**src/rtl/spdm_pkg.sv**
```systemverilog
`timescale 1ns / 1ps

package spdm_pkg;

    // Depth of the source history and the derived index widths.
    localparam int unsigned HISTORY_DEPTH = 50;
    localparam int unsigned HIST_AW       = $clog2(HISTORY_DEPTH);
    localparam int unsigned HIST_LAST     = HISTORY_DEPTH - 1;

    localparam int unsigned SAMPLE_W = 16;
    localparam int unsigned GAIN_W   = 10;
    localparam int unsigned DELAY_W  = 6;

    // Width for delay and pointer arithmetic, wide enough for pointer plus depth.
    localparam int unsigned HIST_CW = ((HIST_AW > DELAY_W) ? HIST_AW : DELAY_W) + 1;

    localparam int unsigned NCH = 2;
    localparam int unsigned CH_LEFT  = 0;
    localparam int unsigned CH_RIGHT = 1;

    localparam int unsigned GAIN_SHIFT = 8;
    localparam int          GAIN_ONE   = 256;
    localparam int unsigned PROD_W     = SAMPLE_W + GAIN_W + 1;
    localparam int unsigned SCALED_W   = PROD_W - GAIN_SHIFT;
    localparam int unsigned SUM_W      = SCALED_W + 1;

    localparam int SAT_MAX = 32767;
    localparam int SAT_MIN = -32768;

    localparam logic [GAIN_W-1:0]  GAIN_RESET  = GAIN_W'(GAIN_ONE);
    localparam logic [DELAY_W-1:0] DELAY_RESET = DELAY_W'(49);

    // Configuration register indexes.
    localparam int unsigned          REG_IDX_W        = 2;
    localparam logic [REG_IDX_W-1:0] REG_LEFT_GAIN    = 2'd0;
    localparam logic [REG_IDX_W-1:0] REG_RIGHT_GAIN   = 2'd1;
    localparam logic [REG_IDX_W-1:0] REG_DELAY_LEFT   = 2'd2;
    localparam logic [REG_IDX_W-1:0] REG_DELAY_RIGHT  = 2'd3;
    localparam int unsigned          PADDR_W          = REG_IDX_W + 2;
    localparam int unsigned          PDATA_W          = 32;

    typedef struct packed {
        logic signed [SAMPLE_W-1:0] source_left;
        logic signed [SAMPLE_W-1:0] source_right;
        logic signed [SAMPLE_W-1:0] bus_left;
        logic signed [SAMPLE_W-1:0] bus_right;
        logic                       end_of_block;
    } t_in_item;

    typedef struct packed {
        logic signed [SAMPLE_W-1:0] mix_left;
        logic signed [SAMPLE_W-1:0] mix_right;
        logic                       end_of_block_out;
    } t_out_item;

    // Division by 256 with truncation toward zero.
    function automatic logic signed [SCALED_W-1:0] f_div256(
        input logic signed [PROD_W-1:0] p
    );
        logic signed [PROD_W-1:0] biased;
        biased = p[PROD_W-1] ? (p + $signed(PROD_W'(GAIN_ONE - 1))) : p;
        return SCALED_W'(biased >>> GAIN_SHIFT);
    endfunction

    // Saturation to a signed 16-bit sample.
    function automatic logic signed [SAMPLE_W-1:0] f_sat16(
        input logic signed [SUM_W-1:0] s
    );
        logic signed [SAMPLE_W-1:0] res;
        if (s > $signed(SUM_W'(SAT_MAX))) begin
            res = SAMPLE_W'(SAT_MAX);
        end else if (s < $signed(SUM_W'(SAT_MIN))) begin
            res = SAMPLE_W'(SAT_MIN);
        end else begin
            res = SAMPLE_W'(s);
        end
        return res;
    endfunction

endpackage

```
**src/rtl/spdm_if.sv**
```systemverilog
`timescale 1ns / 1ps

// Input channel: one source pair and one bus pair per transfer.
interface spdm_in_if;
    import spdm_pkg::*;

    logic     valid;
    logic     ready;
    t_in_item data;

    modport source (output valid, output data, input ready);
    modport sink (input valid, input data, output ready);
endinterface

// Output channel: one mixed pair per transfer.
interface spdm_out_if;
    import spdm_pkg::*;

    logic      valid;
    logic      ready;
    t_out_item data;

    modport source (output valid, output data, input ready);
    modport sink (input valid, input data, output ready);
endinterface

```
**src/rtl/stereo_pan_delay_mixer.sv**
```systemverilog
`timescale 1ns / 1ps

// Channel   Direction  Handshake          Payload
// i_src     in         valid / ready      source_left, source_right, bus_left,
//                                         bus_right, end_of_block
// o_mix     out        valid / ready      mix_left, mix_right, end_of_block_out
// APB       in         psel/penable/...   gain and delay for each channel
//
// One transfer is accepted every cycle while the output side keeps up; each
// input transfer gives exactly one output transfer. Data passes through the
// registered read of the history RAMs, the gain multiplier register and the
// output register, one stage each.
// Reset (synchronous, active low) clears the pipeline, the write pointer and
// the fill count and loads the register defaults; no clearing pass is needed.
// A stall on the output propagates back stage by stage, so empty stages still
// take new transfers while a finished result waits.

module stereo_pan_delay_mixer (
    input  logic                             i_clk,
    input  logic                             i_rst_n,
    spdm_in_if.sink                          i_src,
    spdm_out_if.source                       o_mix,
    input  logic                             psel,
    input  logic                             penable,
    input  logic                             pwrite,
    input  logic [spdm_pkg::PADDR_W-1:0]     paddr,
    input  logic [spdm_pkg::PDATA_W-1:0]     pwdata,
    output logic [spdm_pkg::PDATA_W-1:0]     prdata,
    output logic                             pready
);

    import spdm_pkg::*;

    // ------------------------------------------------------------------
    // Configuration registers. Writes land in the access phase; the
    // register index is taken from the word address.
    // ------------------------------------------------------------------
    logic [GAIN_W-1:0]    r_left_gain;
    logic [GAIN_W-1:0]    r_right_gain;
    logic [DELAY_W-1:0]   r_delay_left;
    logic [DELAY_W-1:0]   r_delay_right;
    logic                 cfg_wr;
    logic [REG_IDX_W-1:0] cfg_idx;

    assign pready  = 1'b1;
    assign cfg_wr  = psel && penable && pwrite && pready;
    assign cfg_idx = paddr[PADDR_W-1:2];

    always_ff @(posedge i_clk) begin
        if (!i_rst_n) begin
            r_left_gain   <= GAIN_RESET;
            r_right_gain  <= GAIN_RESET;
            r_delay_left  <= DELAY_RESET;
            r_delay_right <= DELAY_RESET;
        end else if (cfg_wr) begin
            case (cfg_idx)
                REG_LEFT_GAIN:   r_left_gain   <= pwdata[GAIN_W-1:0];
                REG_RIGHT_GAIN:  r_right_gain  <= pwdata[GAIN_W-1:0];
                REG_DELAY_LEFT:  r_delay_left  <= pwdata[DELAY_W-1:0];
                REG_DELAY_RIGHT: r_delay_right <= pwdata[DELAY_W-1:0];
                default: begin
                end
            endcase
        end
    end

    always_comb begin
        case (cfg_idx)
            REG_LEFT_GAIN:   prdata = PDATA_W'(r_left_gain);
            REG_RIGHT_GAIN:  prdata = PDATA_W'(r_right_gain);
            REG_DELAY_LEFT:  prdata = PDATA_W'(r_delay_left);
            REG_DELAY_RIGHT: prdata = PDATA_W'(r_delay_right);
            default:         prdata = '0;
        endcase
    end

    // ------------------------------------------------------------------
    // Pipeline flow control. Each stage takes new data when it is empty
    // or when the stage after it moves on.
    // ------------------------------------------------------------------
    logic r_v1;
    logic r_v2;
    logic r_vo;
    logic rdy1;
    logic rdy2;
    logic rdy_o;
    logic in_acc;

    assign rdy_o       = !r_vo || o_mix.ready;
    assign rdy2        = !r_v2 || rdy_o;
    assign rdy1        = !r_v1 || rdy2;
    assign i_src.ready = rdy1;
    assign in_acc      = i_src.valid && rdy1;

    always_ff @(posedge i_clk) begin
        if (!i_rst_n) begin
            r_v1 <= 1'b0;
            r_v2 <= 1'b0;
            r_vo <= 1'b0;
        end else begin
            if (rdy1) begin
                r_v1 <= i_src.valid;
            end
            if (rdy2) begin
                r_v2 <= r_v1;
            end
            if (rdy_o) begin
                r_vo <= r_v2;
            end
        end
    end

    // ------------------------------------------------------------------
    // History write pointer and fill count. The pointer moves to the next
    // slot before the new pair is stored, so it always marks the newest
    // pair. The fill count tells which older slots have never been written
    // since reset; those read as zero.
    // ------------------------------------------------------------------
    logic [HIST_AW-1:0] r_wpos;
    logic [HIST_AW-1:0] n_wpos;
    logic [HIST_AW-1:0] r_fill;

    assign n_wpos = (r_wpos == HIST_AW'(HIST_LAST)) ? '0 : (r_wpos + 1'b1);

    always_ff @(posedge i_clk) begin
        if (!i_rst_n) begin
            r_wpos <= '0;
            r_fill <= '0;
        end else if (in_acc) begin
            r_wpos <= n_wpos;
            if (r_fill != HIST_AW'(HIST_LAST)) begin
                r_fill <= r_fill + 1'b1;
            end
        end
    end

    // ------------------------------------------------------------------
    // Read address per channel. A delay beyond the last slot is clamped,
    // so the newest pair is read. A look-back of zero means the pair that
    // arrives in this very transfer, which is taken from the input register
    // rather than from the RAM.
    // ------------------------------------------------------------------
    logic [DELAY_W-1:0]         delay   [NCH];
    logic [GAIN_W-1:0]          gain    [NCH];
    logic signed [SAMPLE_W-1:0] src_in  [NCH];
    logic signed [SAMPLE_W-1:0] bus_in  [NCH];
    logic [HIST_AW-1:0]         rd_addr [NCH];
    logic [NCH-1:0]             back_zero;
    logic [NCH-1:0]             back_unwritten;

    always_comb begin
        logic [HIST_CW-1:0] d_ext;
        logic [HIST_CW-1:0] d_clamp;
        logic [HIST_CW-1:0] back;
        logic [HIST_CW-1:0] wp_ext;
        logic [HIST_CW-1:0] addr_ext;

        delay[CH_LEFT]  = r_delay_left;
        delay[CH_RIGHT] = r_delay_right;
        gain[CH_LEFT]   = r_left_gain;
        gain[CH_RIGHT]  = r_right_gain;
        src_in[CH_LEFT]  = i_src.data.source_left;
        src_in[CH_RIGHT] = i_src.data.source_right;
        bus_in[CH_LEFT]  = i_src.data.bus_left;
        bus_in[CH_RIGHT] = i_src.data.bus_right;

        wp_ext = HIST_CW'(n_wpos);
        for (int ch = 0; ch < NCH; ch++) begin
            d_ext   = HIST_CW'(delay[ch]);
            d_clamp = (d_ext > HIST_CW'(HIST_LAST)) ? HIST_CW'(HIST_LAST) : d_ext;
            back    = HIST_CW'(HIST_LAST) - d_clamp;
            if (wp_ext >= back) begin
                addr_ext = wp_ext - back;
            end else begin
                addr_ext = wp_ext + HIST_CW'(HISTORY_DEPTH) - back;
            end
            rd_addr[ch]        = addr_ext[HIST_AW-1:0];
            back_zero[ch]      = (back == '0);
            back_unwritten[ch] = (back > HIST_CW'(r_fill));
        end
    end

    // ------------------------------------------------------------------
    // Stage 1: history RAM read, input pair and flags registered.
    // ------------------------------------------------------------------
    logic signed [SAMPLE_W-1:0] ram_q [NCH];
    logic signed [SAMPLE_W-1:0] r1_src [NCH];
    logic signed [SAMPLE_W-1:0] r1_bus [NCH];
    logic                       r1_eob;
    logic [NCH-1:0]             r1_cur;
    logic [NCH-1:0]             r1_zero;

    for (genvar ch = 0; ch < NCH; ch++) begin : g_hist
        spdm_ram #(
            .WIDTH (SAMPLE_W),
            .DEPTH (HISTORY_DEPTH)
        ) u_ram (
            .i_clk     (i_clk),
            .i_wr_en   (in_acc),
            .i_wr_addr (n_wpos),
            .i_wr_data (src_in[ch]),
            .i_rd_en   (in_acc),
            .i_rd_addr (rd_addr[ch]),
            .o_rd_data (ram_q[ch])
        );
    end

    always_ff @(posedge i_clk) begin
        if (in_acc) begin
            r1_src  <= src_in;
            r1_bus  <= bus_in;
            r1_eob  <= i_src.data.end_of_block;
            r1_cur  <= back_zero;
            r1_zero <= back_unwritten;
        end
    end

    // ------------------------------------------------------------------
    // Stage 2: pick the delayed sample and multiply by the channel gain.
    // ------------------------------------------------------------------
    logic signed [PROD_W-1:0]   prod   [NCH];
    logic signed [PROD_W-1:0]   r2_prod [NCH];
    logic signed [SAMPLE_W-1:0] r2_bus  [NCH];
    logic                       r2_eob;

    always_comb begin
        logic signed [SAMPLE_W-1:0] smp;
        for (int ch = 0; ch < NCH; ch++) begin
            if (r1_cur[ch]) begin
                smp = r1_src[ch];
            end else if (r1_zero[ch]) begin
                smp = '0;
            end else begin
                smp = ram_q[ch];
            end
            prod[ch] = smp * $signed({1'b0, gain[ch]});
        end
    end

    always_ff @(posedge i_clk) begin
        if (r_v1 && rdy2) begin
            r2_prod <= prod;
            r2_bus  <= r1_bus;
            r2_eob  <= r1_eob;
        end
    end

    // ------------------------------------------------------------------
    // Output stage: scale down, add the bus sample and saturate.
    // ------------------------------------------------------------------
    logic signed [SAMPLE_W-1:0] mix [NCH];
    t_out_item                  r_out;

    always_comb begin
        logic signed [SUM_W-1:0] sum;
        for (int ch = 0; ch < NCH; ch++) begin
            sum     = SUM_W'(r2_bus[ch]) + SUM_W'(f_div256(r2_prod[ch]));
            mix[ch] = f_sat16(sum);
        end
    end

    always_ff @(posedge i_clk) begin
        if (r_v2 && rdy_o) begin
            r_out.mix_left         <= mix[CH_LEFT];
            r_out.mix_right        <= mix[CH_RIGHT];
            r_out.end_of_block_out <= r2_eob;
        end
    end

    assign o_mix.valid = r_vo;
    assign o_mix.data  = r_out;

`ifndef SYNTH
    // The write pointer stays within the history.
    a_wpos_range: assert property (@(posedge i_clk) disable iff (!i_rst_n)
        r_wpos <= HIST_AW'(HIST_LAST))
        else $error("history write pointer out of range");

    // A full pipeline with a stalled output must refuse new transfers.
    a_full_stall: assert property (@(posedge i_clk) disable iff (!i_rst_n)
        (r_v1 && r_v2 && r_vo && !o_mix.ready) |-> !i_src.ready)
        else $error("input accepted while every stage is blocked");

    // An accepted transfer always occupies the first stage next cycle.
    a_accept_fills: assert property (@(posedge i_clk) disable iff (!i_rst_n)
        in_acc |=> r_v1)
        else $error("accepted transfer lost from first stage");

    // Once the history is full no read may be forced to zero.
    a_no_zero_full: assert property (@(posedge i_clk) disable iff (!i_rst_n)
        (in_acc && r_fill == HIST_AW'(HIST_LAST)) |=> (r1_zero == '0))
        else $error("unwritten history reported after fill");
`endif

endmodule

```
**src/rtl/spdm_ram.sv**
```systemverilog
`timescale 1ns / 1ps

// Simple dual-port RAM with a registered read port.
module spdm_ram #(
    parameter int unsigned WIDTH = 16,
    parameter int unsigned DEPTH = 64,
    localparam int unsigned AW   = (DEPTH > 1) ? $clog2(DEPTH) : 1
) (
    input  logic             i_clk,
    input  logic             i_wr_en,
    input  logic [AW-1:0]    i_wr_addr,
    input  logic [WIDTH-1:0] i_wr_data,
    input  logic             i_rd_en,
    input  logic [AW-1:0]    i_rd_addr,
    output logic [WIDTH-1:0] o_rd_data
);

    logic [WIDTH-1:0] r_mem [DEPTH];
    logic [WIDTH-1:0] r_rd_data;

    always_ff @(posedge i_clk) begin
        if (i_wr_en) begin
            r_mem[i_wr_addr] <= i_wr_data;
        end
        if (i_rd_en) begin
            r_rd_data <= r_mem[i_rd_addr];
        end
    end

    assign o_rd_data = r_rd_data;

endmodule

```
**src/flat_wrapper.sv**
```systemverilog
// flat-port wrapper written by rule: the top's interface ports become plain ports
module stereo_pan_delay_mixer_flat import spdm_pkg::*;
  (i_clk, i_rst_n, psel, penable, pwrite, paddr, pwdata, prdata, pready, i_src_valid, i_src_data, i_src_ready, o_mix_valid, o_mix_data, o_mix_ready);
  spdm_in_if i_src_i ();
  spdm_out_if o_mix_i ();
  input  logic i_clk;
  input  logic i_rst_n;
  input  logic psel;
  input  logic penable;
  input  logic pwrite;
  input  logic [spdm_pkg::PADDR_W-1:0] paddr;
  input  logic [spdm_pkg::PDATA_W-1:0] pwdata;
  output logic [spdm_pkg::PDATA_W-1:0] prdata;
  output logic pready;
  input wire logic [$bits(i_src_i.valid)-1:0] i_src_valid;
  input wire logic [$bits(i_src_i.data)-1:0] i_src_data;
  output wire logic [$bits(i_src_i.ready)-1:0] i_src_ready;
  output wire logic [$bits(o_mix_i.valid)-1:0] o_mix_valid;
  output wire logic [$bits(o_mix_i.data)-1:0] o_mix_data;
  input wire logic [$bits(o_mix_i.ready)-1:0] o_mix_ready;
  assign i_src_i.valid = i_src_valid;
  assign i_src_i.data = i_src_data;
  assign i_src_ready = i_src_i.ready;
  assign o_mix_valid = o_mix_i.valid;
  assign o_mix_data = o_mix_i.data;
  assign o_mix_i.ready = o_mix_ready;
  stereo_pan_delay_mixer u_core (.i_clk(i_clk), .i_rst_n(i_rst_n), .i_src(i_src_i), .o_mix(o_mix_i), .psel(psel), .penable(penable), .pwrite(pwrite), .paddr(paddr), .pwdata(pwdata), .prdata(prdata), .pready(pready));
endmodule
```
**config.mk**
```make
export PLATFORM = sky130hd
export DESIGN_NAME = stereo_pan_delay_mixer_flat
export DESIGN_NICKNAME = d
export VERILOG_FILES = /design/src/rtl/spdm_pkg.sv /design/src/rtl/spdm_if.sv /design/src/rtl/stereo_pan_delay_mixer.sv /design/src/rtl/spdm_ram.sv /design/src/flat_wrapper.sv
export SDC_FILE = /design/constraint.sdc
export NUM_CORES = 2
export LEC_CHECK = 0
export BUFFER_PORTS_ARGS = -buffer_cell sky130_fd_sc_hd__buf_2
export CELL_PAD_IN_SITES_DETAIL_PLACEMENT = 0
export CELL_PAD_IN_SITES_GLOBAL_PLACEMENT = 1
export CORE_AREA = 2 2 771 389
export DETAILED_ROUTE_END_ITERATION = 8
export DIE_AREA = 0 0 773 391
export PLACE_DENSITY_LB_ADDON = 0.1
export SETUP_SLACK_MARGIN = 0.05
export SLEW_MARGIN = 20
export SYNTH_ARGS = -nofsm -noshare
export SYNTH_HDL_FRONTEND = slang
export SYNTH_HIERARCHICAL = 1
export SYNTH_SLANG_ARGS = --single-unit
```
**constraint.sdc**
```tcl
create_clock -name i_clk -period 20.8 [get_ports i_clk]
set_clock_uncertainty 0.2 [all_clocks]
set_input_delay 4.16 -clock i_clk [delete_from_list [all_inputs] [get_ports i_clk]]
set_output_delay 4.16 -clock i_clk [all_outputs]
set_load 0.05 [all_outputs]
```
==> flow_summary.yaml <==
global_routing:
  grt_usage_pct: 17.7
  antenna_found_initial: 38
  grt-ovfl-total: 0
  grt_max_degree: 108
  grt_pass1_wl_um: 381000
  grt_pass1_vias: 49201
layout:
  multi_input_area_um2: 29800
  fillers: 28543
  finish.instance_area_um2: 100000
  syn2layout_area_growth_pct: 13.4
  drive_gt1_share_pct: 13.0
  seq_area_um2: 55600
  nNetsFinal: 6655
drt:
  drt_iter0_drc: 4408
  routed_via_density: 4.84
  drcViolationCount: 0
  firstDrtPassIters: 5
  via_count: 49170
  wirelength_um: 270000
  wl_per_cell_um: 26.6
  detail-route-antenna-nets: 0
synth:
  seq_area_frac_synth_pct: 63.0
  yosysTopAreaCellShare_pct: 61.9
  synth_area_leaders: "edfxtp_1, mux2i_1, fa_1"
  synthMuxAreaShare_pct: 10.0
  synth_top_family_by_area: "multiplexers"
  synth_top_area_cell: "edfxtp_1"
  synth_warnings: 6
  synth_cell_types: 86
  ys_ff_latch: 1868
  synthTopCellsByCount: "edfxtp_1, mux2i_1, inv_1, nand2_1, fa_1"
  avgSynthCellArea_um2: 15.3
  synth_edf_count: 1821
  synth_fa_ha_area_share_pct: 9.62
  netlist_instances: 5782
  syn_area_um2: 88300
  synth-xor-area-share_pct: 1.45
  synth-compound-area-share_pct: 6.35
  ys.flop_type: "edfxtp_1"
  synthSimpleGateAreaFrac_pct: 5.67
  async_flop_share_pct: 0
  yosysMostFrequentCell: "edfxtp_1"
pwr:
  ir_drop_mv: 0.0640
  total_power_mw: 9.58
  powerDensity_nw_per_um2: 95.6
  leakage_nw: 37.3
cts:
  htreeDepth: 4
  clock_sinks: 1868
  worst_skew_pair.late_latency_ns: 0.90
  cts_hold_buf: 0
  cts_buffers: 188
  cts_buffer_depth: 4
  path_clk_slew_ns: 0.06
  cts_resized: 0
  cts_tree: "yes"
  ctsRootBufferMaster: "clkbuf_16"
  post-cts-setup-buffer-count: 0
setup_path:
  worstPathCellList: "buf_2, mux2i_1, nor2_1, buf_2"
  arrival_ns: 5.69
  slowest_stage: "nor2_1"
  crit_fanout: 15
  critPathLaunchType: "primary input"
  cpLargestDelayFamily: "buffers and inverters"
  worstSetupPathType: "in -> out"
  max_stage_delay_ns: 0.62
  end_kind: "output pin"
  crit_buf_inv: 2
  cp_common_cell: "buf_2"
  worst_ep_required_time_ns: 16.44
timing:
  worstMarginPinSlew_ns: 1.41
  final.min_clock_period_ns: 10.05
  fin_ws_ns: 10.75
  max_slew_margin_pct: 5.70
  post-route-period-util_pct: 48.3
  max_freq_mhz: 99.5
  hold_viol_final: 0
  finalSetupTns_ns: 0
  rsz0062_at_grt: "false"
  setup_violations: 0
  final_max_slew_viol_count: 0
placed_design:
  placed_cell_area_um2: 94200
  place_hpwl_um: 183000
  io_buffers: 128
  place_congestion: 0.791
  dp_slack_ns: 10.80
floorplanning:
  die_h_um: 391
  start_util_pct: 29.8
  die_area_um2: 302000
  io_pins: 176
  coreArea_um2: 297000
  num_rows: 142
  die_w_um: 773
run:
  cap_viol_max_count: 0
run_status:
  status: "finished, final reports clean"
hold_path:
  hold_class: "reg -> reg"
kinds of logic after synthesis:
kind of cell	Yosys count
simple gates	1013
flops	1868
compound gates	767
xor+xnor	146
fa+ha+maj	503
other cells	2
buf+inv	732
mux	751
metrics by stage:
stage               hold slack [ns]  util, %  cells
CTS                           0.221     33.7  10144
global route                  0.227     33.7  10149
floorplan                     0.200        -   5803
detailed placement            0.205     31.7   9812
global placement              0.208     31.7   9812
finish                        0.219     33.8  10162
report_power, final:
group	internal, mW	switching [mW]
combinational	0.572	1.37
clock	1.88	1.49
sequential	4.24	0.0344
cell usage in the layout (no fill, tap or decap), types with 42 or more instances in the layout:
master	count
ha_1	209
nand3_1	65
a21oi_1	108
clkbuf_1	42
clkbuf_16	193
mux4_2	106
xor2_1	42
buf_2	124
a22o_1	106
nor3_1	45
o21ai_0	56
a31oi_1	44
buf_4	203
mux2i_1	630
inv_1	446
nor2_1	172
fa_1	292
and2_1	146
a22oi_1	174
nand2_1	324
xnor2_1	98
edfxtp_1	1821
nor2b_1	63
dfxtp_1	47
routing by layer:
metal  track usage, %  up-vias  share of wire (%)
li1                 -    22092                  -
met4             2.87        6                1.5
met3             5.61      263                8.6
met5                0        -              0.013
met2             21.9     1190                 36
met1             29.2    25619                 54
registers in the layout, summed over array words and instances (netlist names):
signal / cells
u_core/r2_bus: 32
u_core/o_mix.valid: 1
u_core/g_hist.u_ram/r_mem: 1600
u_core/r2_eob: 1
u_core/r_delay_left: 6
u_core/r1_zero: 2
u_core/r1_eob: 1
u_core/g_hist.u_ram/o_rd_data: 32
u_core/r_right_gain: 10
u_core/r1_src: 32
u_core/r1_bus: 32
u_core/o_mix.data: 33
u_core/r_wpos: 6
u_core/r_delay_right: 6
u_core/r1_cur: 2
u_core/r_v2: 1
u_core/r_left_gain: 10
u_core/r2_prod: 54
u_core/r_v1: 1
u_core/r_fill: 6
area by class of cell:
| cell class | count | area share (%) |
|---|---|---|
| sequential | 1868 | 55.5 |
| inverter | 451 | 1.71 |
| antenna | 16 | 0.0400 |
| tap | 3960 | 4.94 |
| clock inverter | 97 | 0.865 |
| multi-input combinational | 3203 | 29.7 |
| clock buffer | 235 | 4.98 |
| timing repair buffer | 332 | 2.24 |
path summary, 6_finish.rpt:
| kind | to | slack (ns) | cells past startpoint | start |
|---|---|---|---|---|
| worst max register to register | u_core/g_hist[1].u_ram/o_rd_data[15] | 12.58 | 21 | u_core/r_wpos[0] |
| worst min register to register | u_core/r2_bus[30] | 0.22 | 0 | u_core/r1_bus[30] |
| worst min-delay path | u_core/r2_bus[30] | 0.22 | 0 | u_core/r1_bus[30] |
| worst max-delay path | prdata[9] | 10.75 | 4 | paddr[2] |
Power figures use the tool's default switching activity.
